$ cat config.mk
export PLATFORM = sky130hd
export DESIGN_NAME = pedestrian_traffic_light_fsm
export DESIGN_NICKNAME = d
export VERILOG_FILES = /design/src/rtl/ptl_pkg.sv /design/src/rtl/ptl_ctrl.sv /design/src/rtl/ptl_out_skid.sv /design/src/rtl/pedestrian_traffic_light_fsm.sv
export SDC_FILE = /design/constraint.sdc
export NUM_CORES = 1
export LEC_CHECK = 0
export ABC_AREA = 1
export BUFFER_PORTS_ARGS = -buffer_cell sky130_fd_sc_hd__buf_2
export CORE_MARGIN = 4
export CORE_UTILIZATION = 45
export DETAILED_ROUTE_END_ITERATION = 10
export PLACE_DENSITY = 0.64
export SLEW_MARGIN = 20
export SYNTH_ARGS = -nofsm -noshare
export SYNTH_HDL_FRONTEND = slang
export SYNTH_SLANG_ARGS = --single-unit
$ cat constraint.sdc
create_clock -name clk -period 5.3 [get_ports clk]
set_input_delay 1.59 -clock clk [delete_from_list [all_inputs] [get_ports clk]]
set_output_delay 1.59 -clock clk [all_outputs]
set_load 0.01 [all_outputs]
$ cat src/rtl/ptl_pkg.sv
// ----------------------------------------------------------------------------
// Pedestrian traffic light package
// Shared lamp bundle and configuration register indexes.
// ----------------------------------------------------------------------------
`default_nettype none

package ptl_pkg;

	// Six lamp drives of one tick result, 1 = lamp on.
	typedef struct packed {
		logic car_green;
		logic car_yellow;
		logic car_red;
		logic walk_green;
		logic walk_yellow;
		logic walk_red;
	} lamps_t;

	// Configuration register indexes.
	localparam logic CFG_PHASE_TICKS      = 1'b0;
	localparam logic CFG_BLINK_HALF_TICKS = 1'b1;

	// Register reset values.
	localparam logic [15:0] PHASE_TICKS_RST      = 16'd5000;
	localparam logic [15:0] BLINK_HALF_TICKS_RST = 16'd250;

endpackage

`default_nettype wire

$ cat src/rtl/ptl_ctrl.sv
// ----------------------------------------------------------------------------
// Pedestrian traffic light sequencer
// Holds the phase state and counters, applies one tick per accepted item and
// decodes the lamps of the phase shown in that tick.
// ----------------------------------------------------------------------------
`default_nettype none

module ptl_ctrl import ptl_pkg::*; (
	input  wire logic        clk,
	input  wire logic        arst_n,
	input  wire logic        tick,
	input  wire logic        button_event,
	input  wire logic [15:0] phase_ticks,
	input  wire logic [15:0] blink_half_ticks,
	output lamps_t           lamps
);

	typedef enum logic [1:0] {
		CAR_GREEN  = 2'd0,
		CAR_YELLOW = 2'd1,
		CAR_RED    = 2'd2
	} car_phase_t;

	typedef enum logic [1:0] {
		WALK_NONE        = 2'd0,
		WALK_READY_CROSS = 2'd1,
		WALK_CROSS       = 2'd2,
		WALK_READY_STOP  = 2'd3
	} walk_phase_t;

	car_phase_t  car_q;
	walk_phase_t walk_q;
	logic        back_q;
	logic [15:0] phase_cnt_q;
	logic [15:0] blink_cnt_q;
	logic        blink_lvl_q;

	logic        press;
	walk_phase_t walk_b;
	logic [15:0] phase_cnt_b;
	logic [15:0] blink_cnt_b;
	logic        blink_lvl_b;
	logic [16:0] phase_cnt_inc;
	logic [16:0] blink_cnt_inc;
	logic        phase_end;
	logic        blink_end;

	// A press in normal mode starts the pedestrian sequence in this same tick.
	always_comb begin
		press       = button_event && (walk_q == WALK_NONE);
		walk_b      = walk_q;
		phase_cnt_b = phase_cnt_q;
		blink_cnt_b = blink_cnt_q;
		blink_lvl_b = blink_lvl_q;
		if (press) begin
			walk_b      = (car_q == CAR_RED) ? WALK_CROSS : WALK_READY_CROSS;
			phase_cnt_b = '0;
			blink_cnt_b = '0;
			blink_lvl_b = 1'b1;
		end
	end

	// End-of-period checks; a zero period ends every tick.
	assign phase_cnt_inc = {1'b0, phase_cnt_b} + 17'd1;
	assign blink_cnt_inc = {1'b0, blink_cnt_b} + 17'd1;
	assign phase_end     = phase_cnt_inc >= {1'b0, phase_ticks};
	assign blink_end     = blink_cnt_inc >= {1'b0, blink_half_ticks};

	// Lamp decode for the phase shown in this tick.
	always_comb begin
		lamps = '0;
		case (walk_b)
			WALK_READY_CROSS: begin
				lamps.car_yellow  = blink_lvl_b;
				lamps.walk_yellow = blink_lvl_b;
				lamps.walk_red    = 1'b1;
			end
			WALK_CROSS: begin
				lamps.car_red    = 1'b1;
				lamps.walk_green = 1'b1;
			end
			WALK_READY_STOP: begin
				lamps.walk_green  = 1'b1;
				lamps.car_yellow  = blink_lvl_b;
				lamps.walk_yellow = blink_lvl_b;
			end
			default: begin
				lamps.walk_red = 1'b1;
				case (car_q)
					CAR_YELLOW: lamps.car_yellow = blink_lvl_b;
					CAR_RED:    lamps.car_red    = 1'b1;
					default:    lamps.car_green  = 1'b1;
				endcase
			end
		endcase
	end

	// Phase state and counters advance once per accepted tick. A phase end
	// restarts both counters and the blink level.
	always_ff @(posedge clk or negedge arst_n) begin
		if (!arst_n) begin
			car_q       <= CAR_GREEN;
			walk_q      <= WALK_NONE;
			back_q      <= 1'b0;
			phase_cnt_q <= '0;
			blink_cnt_q <= '0;
			blink_lvl_q <= 1'b1;
		end else if (tick) begin
			if (phase_end) begin
				phase_cnt_q <= '0;
				blink_cnt_q <= '0;
				blink_lvl_q <= 1'b1;
				case (walk_b)
					WALK_READY_CROSS: walk_q <= WALK_CROSS;
					WALK_CROSS:       walk_q <= WALK_READY_STOP;
					WALK_READY_STOP: begin
						walk_q <= WALK_NONE;
						car_q  <= CAR_GREEN;
						back_q <= 1'b0;
					end
					default: begin
						walk_q <= walk_b;
						case (car_q)
							CAR_YELLOW: car_q <= back_q ? CAR_GREEN : CAR_RED;
							CAR_RED: begin
								car_q  <= CAR_YELLOW;
								back_q <= 1'b1;
							end
							default: begin
								car_q  <= CAR_YELLOW;
								back_q <= 1'b0;
							end
						endcase
					end
				endcase
			end else begin
				walk_q      <= walk_b;
				phase_cnt_q <= phase_cnt_inc[15:0];
				if (blink_end) begin
					blink_cnt_q <= '0;
					blink_lvl_q <= ~blink_lvl_b;
				end else begin
					blink_cnt_q <= blink_cnt_inc[15:0];
					blink_lvl_q <= blink_lvl_b;
				end
			end
		end
	end

endmodule

`default_nettype wire

$ cat src/rtl/ptl_out_skid.sv
// ----------------------------------------------------------------------------
// Pedestrian traffic light result buffer
// Output register with one skid entry, so a new tick is taken while a result
// still waits downstream.
// ----------------------------------------------------------------------------
`default_nettype none

module ptl_out_skid import ptl_pkg::*; (
	input  wire logic   clk,
	input  wire logic   arst_n,
	input  wire logic   push,
	input  wire lamps_t push_lamps,
	output logic        full,
	output logic        out_valid,
	input  wire logic   out_stall,
	output lamps_t      out_lamps
);

	logic   out_valid_q;
	logic   skid_valid_q;
	lamps_t out_lamps_q;
	lamps_t skid_lamps_q;
	logic   take;

	assign take      = out_valid_q && !out_stall;
	assign full      = skid_valid_q;
	assign out_valid = out_valid_q;
	assign out_lamps = out_lamps_q;

	// Control: the skid entry drains first; new results fill the output
	// register when it frees up, otherwise the skid entry.
	always_ff @(posedge clk or negedge arst_n) begin
		if (!arst_n) begin
			out_valid_q  <= 1'b0;
			skid_valid_q <= 1'b0;
		end else if (skid_valid_q) begin
			if (take) begin
				skid_valid_q <= 1'b0;
			end
		end else if (push) begin
			if (out_valid_q && !take) begin
				skid_valid_q <= 1'b1;
			end
			out_valid_q <= 1'b1;
		end else if (take) begin
			out_valid_q <= 1'b0;
		end
	end

	// Payload registers follow the same transfers.
	always_ff @(posedge clk) begin
		if (skid_valid_q) begin
			if (take) begin
				out_lamps_q <= skid_lamps_q;
			end
		end else if (push) begin
			if (out_valid_q && !take) begin
				skid_lamps_q <= push_lamps;
			end else begin
				out_lamps_q <= push_lamps;
			end
		end
	end

endmodule

`default_nettype wire

$ cat src/rtl/pedestrian_traffic_light_fsm.sv
// ----------------------------------------------------------------------------
// Pedestrian traffic light controller
// One input transfer is one time tick with the button flag; each tick yields
// one transfer of the six lamp drives.
//
//   Channel | Signals                               | Direction
//   --------+---------------------------------------+-----------
//   in      | in_valid, in_stall, button_event      | into block
//   out     | out_valid, out_stall, six lamp fields | out of block
//   cfg     | cfg_valid, cfg_ready, cfg_index/data  | into block
//
// A tick is accepted every cycle while in_stall is low; its lamps are
// registered in the output register, or in the skid entry ahead of it.
// Reset loads the default periods and starts normal green, going forward.
// in_stall rises only when both the output register and the skid entry hold
// results; configuration writes are always taken.
// ----------------------------------------------------------------------------
`default_nettype none

module pedestrian_traffic_light_fsm import ptl_pkg::*; (
	input  wire logic        clk,
	input  wire logic        arst_n,
	input  wire logic        in_valid,
	output logic             in_stall,
	input  wire logic        button_event,
	input  wire logic        cfg_valid,
	output logic             cfg_ready,
	input  wire logic        cfg_index,
	input  wire logic [15:0] cfg_data,
	output logic             out_valid,
	input  wire logic        out_stall,
	output logic             car_green,
	output logic             car_yellow,
	output logic             car_red,
	output logic             walk_green,
	output logic             walk_yellow,
	output logic             walk_red
);

	logic [15:0] phase_ticks_q;
	logic [15:0] blink_half_ticks_q;
	logic        tick;
	logic        full;
	lamps_t      tick_lamps;
	lamps_t      out_lamps;

	assign cfg_ready = 1'b1;
	assign in_stall  = full;
	assign tick      = in_valid && !full;

	// Configuration registers.
	always_ff @(posedge clk or negedge arst_n) begin
		if (!arst_n) begin
			phase_ticks_q      <= PHASE_TICKS_RST;
			blink_half_ticks_q <= BLINK_HALF_TICKS_RST;
		end else if (cfg_valid && cfg_ready) begin
			case (cfg_index)
				CFG_PHASE_TICKS:      phase_ticks_q      <= cfg_data;
				CFG_BLINK_HALF_TICKS: blink_half_ticks_q <= cfg_data;
				default:              ;
			endcase
		end
	end

	// Phase sequencer.
	ptl_ctrl u_ctrl (
		.clk              (clk),
		.arst_n           (arst_n),
		.tick             (tick),
		.button_event     (button_event),
		.phase_ticks      (phase_ticks_q),
		.blink_half_ticks (blink_half_ticks_q),
		.lamps            (tick_lamps)
	);

	// Result buffer.
	ptl_out_skid u_out (
		.clk        (clk),
		.arst_n     (arst_n),
		.push       (tick),
		.push_lamps (tick_lamps),
		.full       (full),
		.out_valid  (out_valid),
		.out_stall  (out_stall),
		.out_lamps  (out_lamps)
	);

	assign car_green   = out_lamps.car_green;
	assign car_yellow  = out_lamps.car_yellow;
	assign car_red     = out_lamps.car_red;
	assign walk_green  = out_lamps.walk_green;
	assign walk_yellow = out_lamps.walk_yellow;
	assign walk_red    = out_lamps.walk_red;

endmodule

`default_nettype wire

# [Yosys cells after proc, flatten, opt, wreduce, memory -nomap -nowiden]
# Cells that the tools add are included.
[totals] ff_bits=84 in_bits=23 word_cells=96 out_inout_bits=9
[classes] eq_ne=8 add_sub_neg=2 n_reduce_logical=22 bitwise_logic=4 mux=36 n_lt_le_gt_ge=2
[ops] cell="$mux 16" n=5
[ops] cell="$add 16x1->17 const B" n=2
[ops] cell="$ge 17x16->1" n=2
[ops] cell="$mux 6" n=4
[ops] cell="$mux 1" n=16
[ops] cell="$mux 2" n=5
[ops] cell="$reduce_and 3->1" n=3
[ops] cell="$pmux 1 s2" n=4
[ops] cell="$reduce_or 2->1" n=4
[ops] cell="$eq 2x2->1 const B" n=3
[ops] cell="$pmux 2 s3" n=1
[ops] cell="$reduce_and 2->1" n=3
[ops] cell="$eq 2x1->1 const B" n=2
[ops] cell="$logic_and 1x1->1" n=4
[ops] cell="$ne 2x2->1 const B" n=2
[ops] cell="$not 1->1" n=4
[ops] cell="$pmux 2 s2" n=1
[ops] cell="$reduce_and 4->1" n=1
[ops] cell="$reduce_bool 2->1" n=2
[ops] cell="$logic_not 1->1" n=3
[ops] cell="$reduce_or 3->1" n=1
[ops] cell="$logic_not 2->1" n=1
[ops] cell="$ne 2x1->1 const B" n=1

# [Logic depth before layout (Yosys ltp)]
# Gate-level depths: netlist of the first run.
[logic_depth] word_depth=9 mapped_depth=28 mapped_depth_nobuf=26

# [By module]
# Synthesis of the first run repeated with hierarchy kept, for this count alone.
[unflattened] hier_cells=755 hier_area_um2=5556.6
[modules_own_cells] mod="ptl_ctrl" seq_area_each_um2=952.2 instances=1 cells_each=559 area_per_inst_um2=3649.8
[modules_own_cells] mod="pedestrian_traffic_light_fsm" seq_area_each_um2=814.5 instances=1 cells_each=144 area_per_inst_um2=1345.0
[modules_own_cells] mod="ptl_out_skid" seq_area_each_um2=410.4 instances=1 cells_each=52 area_per_inst_um2=561.8

# [Worst setup path after synthesis of the first run]
# OpenSTA, ideal clock, no wires.
[synth_path] kind="input port to flip-flop" startpoint="input port button_event" endpoint="register u_ctrl.blink_cnt_q[10]" t_arrival_ps=4267 setup_time_ps=117 stages=26 n_path_buf=3 required_ps=5183 path_slack_ps=915 cell_sequence="nand3_4 -> buf_8 -> buf_8 -> nand2_2 -> inv_1 -> ha_1 -> nand3_4 -> nor2_2 -> nand4_1 -> nor2_1 -> xnor2_1 -> inv_1 -> ha_1 -> nand2_1 -> nor2_1 -> and2_1 -> nand2_1 -> nand2_1 -> nand2_1 -> nand2_1 -> nand2_1 -> nand2_1 -> inv_2 -> buf_2 -> nand3_1 -> nand2_1"
[synth_via] elab_chain_cells=6
[synth_rtl] item="start, declared" line="pedestrian_traffic_light_fsm.sv:25" text="input wire logic button_event,"
[synth_rtl] item="$logic_and 1x1->1 (*)" line="ptl_ctrl.sv:50" text="press = button_event && (walk_q == WALK_NONE);"
[synth_rtl] item="$mux 16" line="ptl_ctrl.sv:55" text="if (press) begin"
[synth_rtl] item="$add 16x1->17" line="ptl_ctrl.sv:65" text="assign blink_cnt_inc = {1'b0, blink_cnt_b} + 17'd1;"
[synth_rtl] item="$ge 17x16->1" line="ptl_ctrl.sv:67" text="assign blink_end = blink_cnt_inc >= {1'b0, blink_half_ticks};"
[synth_rtl] item="$mux 16" line="ptl_ctrl.sv:139" text="if (blink_end) begin"
[synth_rtl] item="$mux 16 (*)" line="ptl_ctrl.sv:109" text="if (phase_end) begin"
[synth_rtl] item="end signal, assigned" line="ptl_ctrl.sv:143" text="blink_cnt_q <= blink_cnt_inc[15:0];"
[synth_rtl] item="end, declared" line="ptl_ctrl.sv:35" text="logic [15:0] blink_cnt_q;"
# Every way passes the cells marked *; elsewhere a longest branch is shown, timed or not.
# A chain may end at the register's enable or synchronous reset.

# [Worst setup path after layout of the first run]
[layout_path] startpoint="input port button_event" endpoint="register u_ctrl.blink_cnt_q[14]"
# Same word-level chain as after synthesis.

==> impl_metrics.ini, run 1 <==
[yosys]
syn_avg_cell_area_sq_um = 7.68
synth_area_leaders = dfrtp_1 (28%), nand2_1 (14%), ha_1 (9.2%)
synth_nets = 755
ys_warn_count = 0
ys_ff_latch = 84
yosysTopAreaCell = dfrtp_1
synth.most_common_cell = nand2_1
synth_edf_count = 12
synth_top_cell_area_share_pct = 28.2
synth_cell_types = 44
synthFlopType = dfrtp_1
synthArstFlopShare_pct = 85.7
synthTopCellsByCount = nand2_1 (204), inv_1 (104), dfrtp_1 (60), o21ai_0 (50), nand3_1 (49)
synth_area_sq_um = 5320
yosysSeqAreaShare_pct = 40.9
postSynthCellCount = 693

[routing]
routed_wirelength_um = 12200
via_per_inst = 5.01
drc = 0
via_count = 4341
initialDrtViolationCount = 271
wire_per_inst_um = 14.1
ant_nets = 0
dr.pass1.iters = 4

[worst_setup_path]
r2r-start = u_ctrl.walk_q[0]
worst_setup_path_start_kind = primary input
cp_max_fo = 32
critPathKind = in -> reg
r2r-end = u_ctrl.blink_cnt_q[14]
worstPathRequired_ns = 5.58
r2r_setup_slack_ns = 1.46
crit_path_end_kind = flip-flop
r2r_cells = 20
crit_arrival_ns = 5.03

[hold_path]
whs_endpoint = u_ctrl.back_q
holdCritPathClass = reg -> reg
min_from = u_ctrl.back_q
hold_depth = 2

[cts]
clockRootBuffer = clkbuf_16
cts_resized = 0
ctsHoldBuffers = 0
clk_pin_slew_ns = 0.06
numCtsBuffers = 9
tritoncts = built
cts.sinks = 84
max-clock-path-buffers = 2
cts_setup_buffers = 0
htree_levels = 3
clock_latency_ns = 0.35

[timing]
grt_setup_unrepaired = false
setup_viol = 0
skew_ns = 0.00753
fin_hold_ws_ns = 0.480
clock.fmax_mhz = 211
hold_viol_final = 0
max_slew_margin_pct = 40.3
slew_violations = 0
period_needed_ns = 4.75
post-route-period-util_pct = 89.6
finalSetupTns_ns = 0
worst_pin_slew_ns = 0.893

[placed_design]
port_buffers = 30
post-dp-hpwl_um = 9160
gp_congestion = 0.915

[grt]
overflow = 0
grt_use_total_pct = 19.6
grt_pass1_vias = 4233
grt_max_degree = 42
grt_first_pass_wirelength_um = 20800
antenna_found_initial = 0

[finish]
antenna_cells = 0
drive_gt1_share_pct = 14.0
fin_nets = 780
syn_to_final_growth_pct = 10.1

[status]
status = finished, final reports clean

[pwr]
ir_worst_vdd_uv = 169
p_per_area_nw_per_um2 = 402
power_leakage_nw = 3.06

[floorplanning]
pin_count = 32
start_util_pct = 46.2
core_area_sq_um = 11500
die_w_um = 117
die_h_um = 117
die-area_sq_um = 13600
num_rows = 39

[run]
maxCapViolations = 0
-- metal layers --
metal	track usage [%]	part of all wire (%)
met1	26.6	49
met2	31.1	45
met3	3.83	4.4
met4	7.34	1.9
met5	0	0
-- area by class of cell --
class / count / area [sq um]
clock inverters: 5 / 35.0
repair buffers: 35 / 190
well taps: 143 / 179
multi-input cells: 474 / 2600
fillers: 1102 / 5660
inverters: 114 / 428
clock buffers: 11 / 254
flip-flops and latches: 84 / 2180
-- worst max-delay path by stage --
stage / startpoint / to / slack [ns] / cells past startpoint
4_1_cts: button_event / u_ctrl.phase_cnt_q[14] / 0.59 / 20
2_1_floorplan: button_event / u_ctrl.blink_cnt_q[10] / 0.92 / 26
6_report: button_event / u_ctrl.blink_cnt_q[14] / 0.55 / 20
3_3_place_gp: button_event / u_ctrl.blink_cnt_q[11] / 0.40 / 20
5_1_grt: button_event / u_ctrl.blink_cnt_q[3] / 0.27 / 20
3_5_place_dp: button_event / u_ctrl.phase_cnt_q[14] / 0.24 / 20
-- power by group --
part           internal [mW]  switching, mW  total (mW)
registers              0.821         0.0867       0.908
clock network          0.346          0.264       0.610
logic                  0.280          0.560       0.840
total                   1.45          0.911        2.36
-- per-stage QoR --
stage	setup slack, ns	utilization (%)	instance area [sq um]	power, mW	cells
2_1_floorplan	0.915	-	5320	1.54	693
3_3_place_gp	0.402	48.3	5570	1.74	850
3_5_place_dp	0.236	48.3	5570	1.76	850
4_1_cts	0.594	50.9	5860	2.38	866
5_1_grt	0.270	50.9	5860	2.57	866
6_report	0.550	50.9	5860	2.36	866
-- cell families (layout without fill, tap and decap cells) --
| kind of cell | count (synthesis) | in the layout | synth area share, % |
|---|---|---|---|
| and+or+nand+nor | 337 | 337 | 28.7 |
| buffers and inverters | 135 | 165 | 10.3 |
| DFF | 84 | 84 | 40.9 |
| AOI/OAI and AO/OA | 76 | 76 | 7.43 |
| adders and majority gates | 39 | 39 | 9.17 |
| xor gates and xnor gates | 21 | 21 | 3.46 |
| other | 1 | 1 | 0.0705 |
-- sequential cells by signal, indices dropped and copies added (netlist names) --
signal	flops
u_ctrl.back_q	1
u_ctrl.blink_cnt_q	16
u_out.out_lamps	6
u_ctrl.car_q	2
phase_ticks_q	16
u_out.skid_lamps_q	6
u_ctrl.phase_cnt_q	16
blink_half_ticks_q	16
u_out.out_valid	1
u_ctrl.walk_q	2
u_out.full	1
u_ctrl.blink_lvl_q	1
-- worst max-delay path, cell delays in order --
cell	delay, ns
buf_2	0.12
nand3_4	0.13
nand2_2	0.09
inv_1	0.11
ha_1	0.19
nand3_1	0.13
nor2_4	0.16
nand3_1	0.15
nor3_1	0.29
xor2_1	0.26
ha_1	0.29
nand2_1	0.09
nor2_1	0.05
a31oi_1	0.19
o21ai_1	0.14
inv_2	0.11
nand2_4	0.08
nor2_4	0.60
nand3_1	0.15
nand2_1	0.10
-- placed cells by master (no fill, tap or decap), drive strengths merged, types with 2 or more instances in the layout --
cell	netlist	routed
nand3	53	53
xor2	12	12
nand2	210	210
clkinv	0	4
inv	114	114
nor4	3	3
nor3	4	4
o21ai	52	52
a21oi	19	19
buf	11	35
edfxtp	12	12
nand4	8	8
clkbuf	10	11
ha	39	39
nor2	52	52
xnor2	9	9
or2	4	4
dfrtp	60	60
o21bai	2	2
dfstp	12	12
No activity file was read; power rests on OpenSTA's default activity.
==> run 2: changes to the inputs <==
PLACE_DENSITY = not set   (was 0.64)
PLACE_DENSITY_LB_ADDON = 0.08   (was not set)
SYNTH_HIERARCHICAL = 1   (was not set)
==> run 2 against run 1 <==
  * Critical path type unchanged
  * Die area is 4.1% higher
  * First-iteration DRC count is 11% lower
  * Sequential share of layout area is 1.8 points lower
  * Register-to-register slack better by 0.09 ns
  * Setup slack better by 0.14 ns
  * Non-clock buffer count is 4 higher
  * Via count is 7.1% higher
  * Final cell count is 10% higher
==> impl_metrics.ini, run 2 <==
[timing]
grt_setup_unrepaired = false
skew_ns = 0.00643
setup_viol = 0
worst_pin_slew_ns = 0.614
hold_viol_final = 0
post-route-period-util_pct = 87.0
slew_violations = 0
clock.fmax_mhz = 217
setup_ws_ns = 0.691
finalSetupTns_ns = 0
max_slew_margin_pct = 59.1
period_needed_ns = 4.61

[routing]
wl_met3_um = 508
wl_met2_um = 5690
ant_nets = 0
via_per_inst = 4.88
routed_wirelength_um = 12600
drc = 0
wire_per_inst_um = 13.2
top_layer = met4
m1WireLength_um = 6210
via_count = 4649
dr.pass1.iters = 4
initialDrtViolationCount = 242

[worst_setup_path]
max_stage_delay_ns = 0.32
r2r-end = u_ctrl/blink_cnt_q[12]
crit_arrival_ns = 4.89
critPathKind = in -> reg
critPathBufInv = 3
crit_path_cell_trace = buf_2 -> nand2_4 -> inv_4 -> nor2_1 -> ha_1 -> nand3_1 -> nor2_1 -> nand2_1 -> nor2_1 -> xor2_1 -> inv_1 -> ha_1 -> nand2_1 -> a21oi_1 -> o21ai_0 -> nand3_1 -> nand2_1 -> nand2_1 -> nand2_1 -> nand2_2 -> nor2_1 -> nand3_1 -> nand2_1
worst_setup_path_start_kind = primary input
cp_max_fo = 17
worstPathRequired_ns = 5.58
r2r_cells = 23
r2r_setup_slack_ns = 1.55
worst_path_most_repeated_cell = nand2_1
critPathTopFamily = simple AND/OR/NAND/NOR gates
crit_path_end_kind = flip-flop
r2r-start = u_ctrl/walk_q[0]
slowest_stage = ha_1

[run]
maxCapViolations = 0

[floorplanning]
die_w_um = 119
die-area_sq_um = 14200
start_util_pct = 46.1
num_rows = 40
die_h_um = 119
core_area_sq_um = 12100
pin_count = 32

[yosys]
synth_nets = 816
yosysSeqAreaShare_pct = 39.2
synth_cell_types = 44
synth.most_common_cell = nand2_1
ys_warn_count = 6
ys_ff_latch = 84
synth-adder-area-share_pct = 8.56
synth_compound_area_share_pct = 3.78
synth_top_cell_area_share_pct = 27.0
synth_area_leaders = dfrtp_1 (27%), nand2_1 (17%), ha_1 (8.6%)
yosys.area_share.simple_pct = 34.2
synthFlopType = dfrtp_1
synth_edf_count = 12
syn_avg_cell_area_sq_um = 7.36
synthXorXnorAreaFrac_pct = 3.15
yosysTopAreaCell = dfrtp_1
muxShareOfSynthArea_pct = 0
synth_area_sq_um = 5560
postSynthCellCount = 755
synth_top_family_by_area = simple AND/OR/NAND/NOR gates
synthArstFlopShare_pct = 85.7
synthTopCellsByCount = nand2_1 (248), inv_1 (111), nand3_1 (84), nor2_1 (67), dfrtp_1 (60)

[cts]
clock_latency_ns = 0.34
htree_levels = 3
cts_resized = 0
tritoncts = built
numCtsBuffers = 9
clk_pin_slew_ns = 0.06
ctsHoldBuffers = 0
clockRootBuffer = clkbuf_16
max-clock-path-buffers = 2
cts.sinks = 84
cts_setup_buffers = 0

[hold_path]
hold_depth = 2
holdCritPathClass = reg -> reg
whs_endpoint = blink_half_ticks_q[1]
min_from = blink_half_ticks_q[1]

[pwr]
power_frac_clock_pct = 28.2
ir_worst_vdd_uv = 172
power.switching_mw = 0.890
power_leakage_nw = 3.30
power.internal_mw = 1.54
p_seq_share_pct = 37.2
p_per_area_nw_per_um2 = 394
comb_power_share_pct = 34.5
swShare_pct = 36.7
power_mw = 2.43

[grt]
antenna_found_initial = 0
grt_first_pass_wirelength_um = 21400
grt_use_total_pct = 18.6
grt_max_degree = 48
grt_pass1_vias = 4361
overflow = 0

[placed_design]
port_buffers = 30
gp_congestion = 0.930
pre_cts_ws_ns = 0.389
post-dp-hpwl_um = 9590
placed_cells = 937

[finish]
mostFrequentLayoutCells = nand2_1 (248), inv_1 (111), nand3_1 (84)
final_common_cell = nand2_1
syn_to_final_growth_pct = 10.8
nFillCells = 1197
fin_nets = 841
drive_gt1_share_pct = 11.5
finalNonFillerCells = 953
antenna_cells = 0

[status]
status = finished, final reports clean
## run 2: worst max-delay path by stage
stage,start,slack [ns],cells past startpoint,to
after CTS,button_event,0.72,23,u_ctrl/blink_cnt_q[12]
after detailed placement,button_event,0.39,23,u_ctrl/blink_cnt_q[12]
after global routing,button_event,0.26,23,u_ctrl/blink_cnt_q[12]
after global placement,button_event,0.43,22,u_ctrl/blink_cnt_q[12]
after floorplan,button_event,0.77,24,u_ctrl/blink_cnt_q[5]
final,button_event,0.69,23,u_ctrl/blink_cnt_q[12]
## run 2: kinds of logic (layout without fill, tap and decap cells)
logic type | Yosys count | after routing
AND/OR/NAND/NOR | 438 | 438
buffers and inverters | 140 | 170
flip-flops | 84 | 84
adder cells (fa/ha/maj) | 38 | 38
AO/OA/AOI/OAI | 34 | 34
XOR/XNOR | 20 | 20
other | 1 | 1
## run 2: cell type report
type,instances,area [sq um],share of cell area (%)
multi-input cells,531,2770,45.0
flip-flops and latches,84,2180,35.4
inverters,115,442,7.18
clock buffers,11,243,3.94
repair buffers,39,230,3.74
well taps,168,210,3.42
clock inverters,5,85.1,1.38
## run 2: through the flow
| step | area (sq um) | hold slack [ns] | utilization (%) |
|---|---|---|---|
| 2_1_floorplan | 5560 | 0.442 | - |
| 3_3_place_gp | 5810 | 0.456 | 48.1 |
| 3_5_place_dp | 5830 | 0.456 | 48.3 |
| 4_1_cts | 6150 | 0.465 | 51.0 |
| 5_1_grt | 6150 | 0.481 | 51.0 |
| 6_report | 6150 | 0.463 | 51.0 |
## run 2: tightest hold or removal path, stage by stage (launching register included)
cell and delay [ns]:
dfstp_2 0.37, nand2_1 0.05, nand2_1 0.04
## run 2: routing by layer
layer / vias up / GRT usage (%)
met3: 16 / 2.71
met4: 0 / 5.94
li1: 2415 / -
met2: 77 / 30.0
met1: 2141 / 25.8
met5: - / 0
## run 2: power groups by stage
stage / sequential, mW / clock (mW) / combinational (mW)
final: 0.903 / 0.685 / 0.838
after detailed placement: 0.913 / 0 / 0.846
after global routing: 0.920 / 0.731 / 0.964
after CTS: 0.904 / 0.701 / 0.848
after floorplan: 0.904 / 0 / 0.620
after global placement: 0.911 / 0 / 0.826
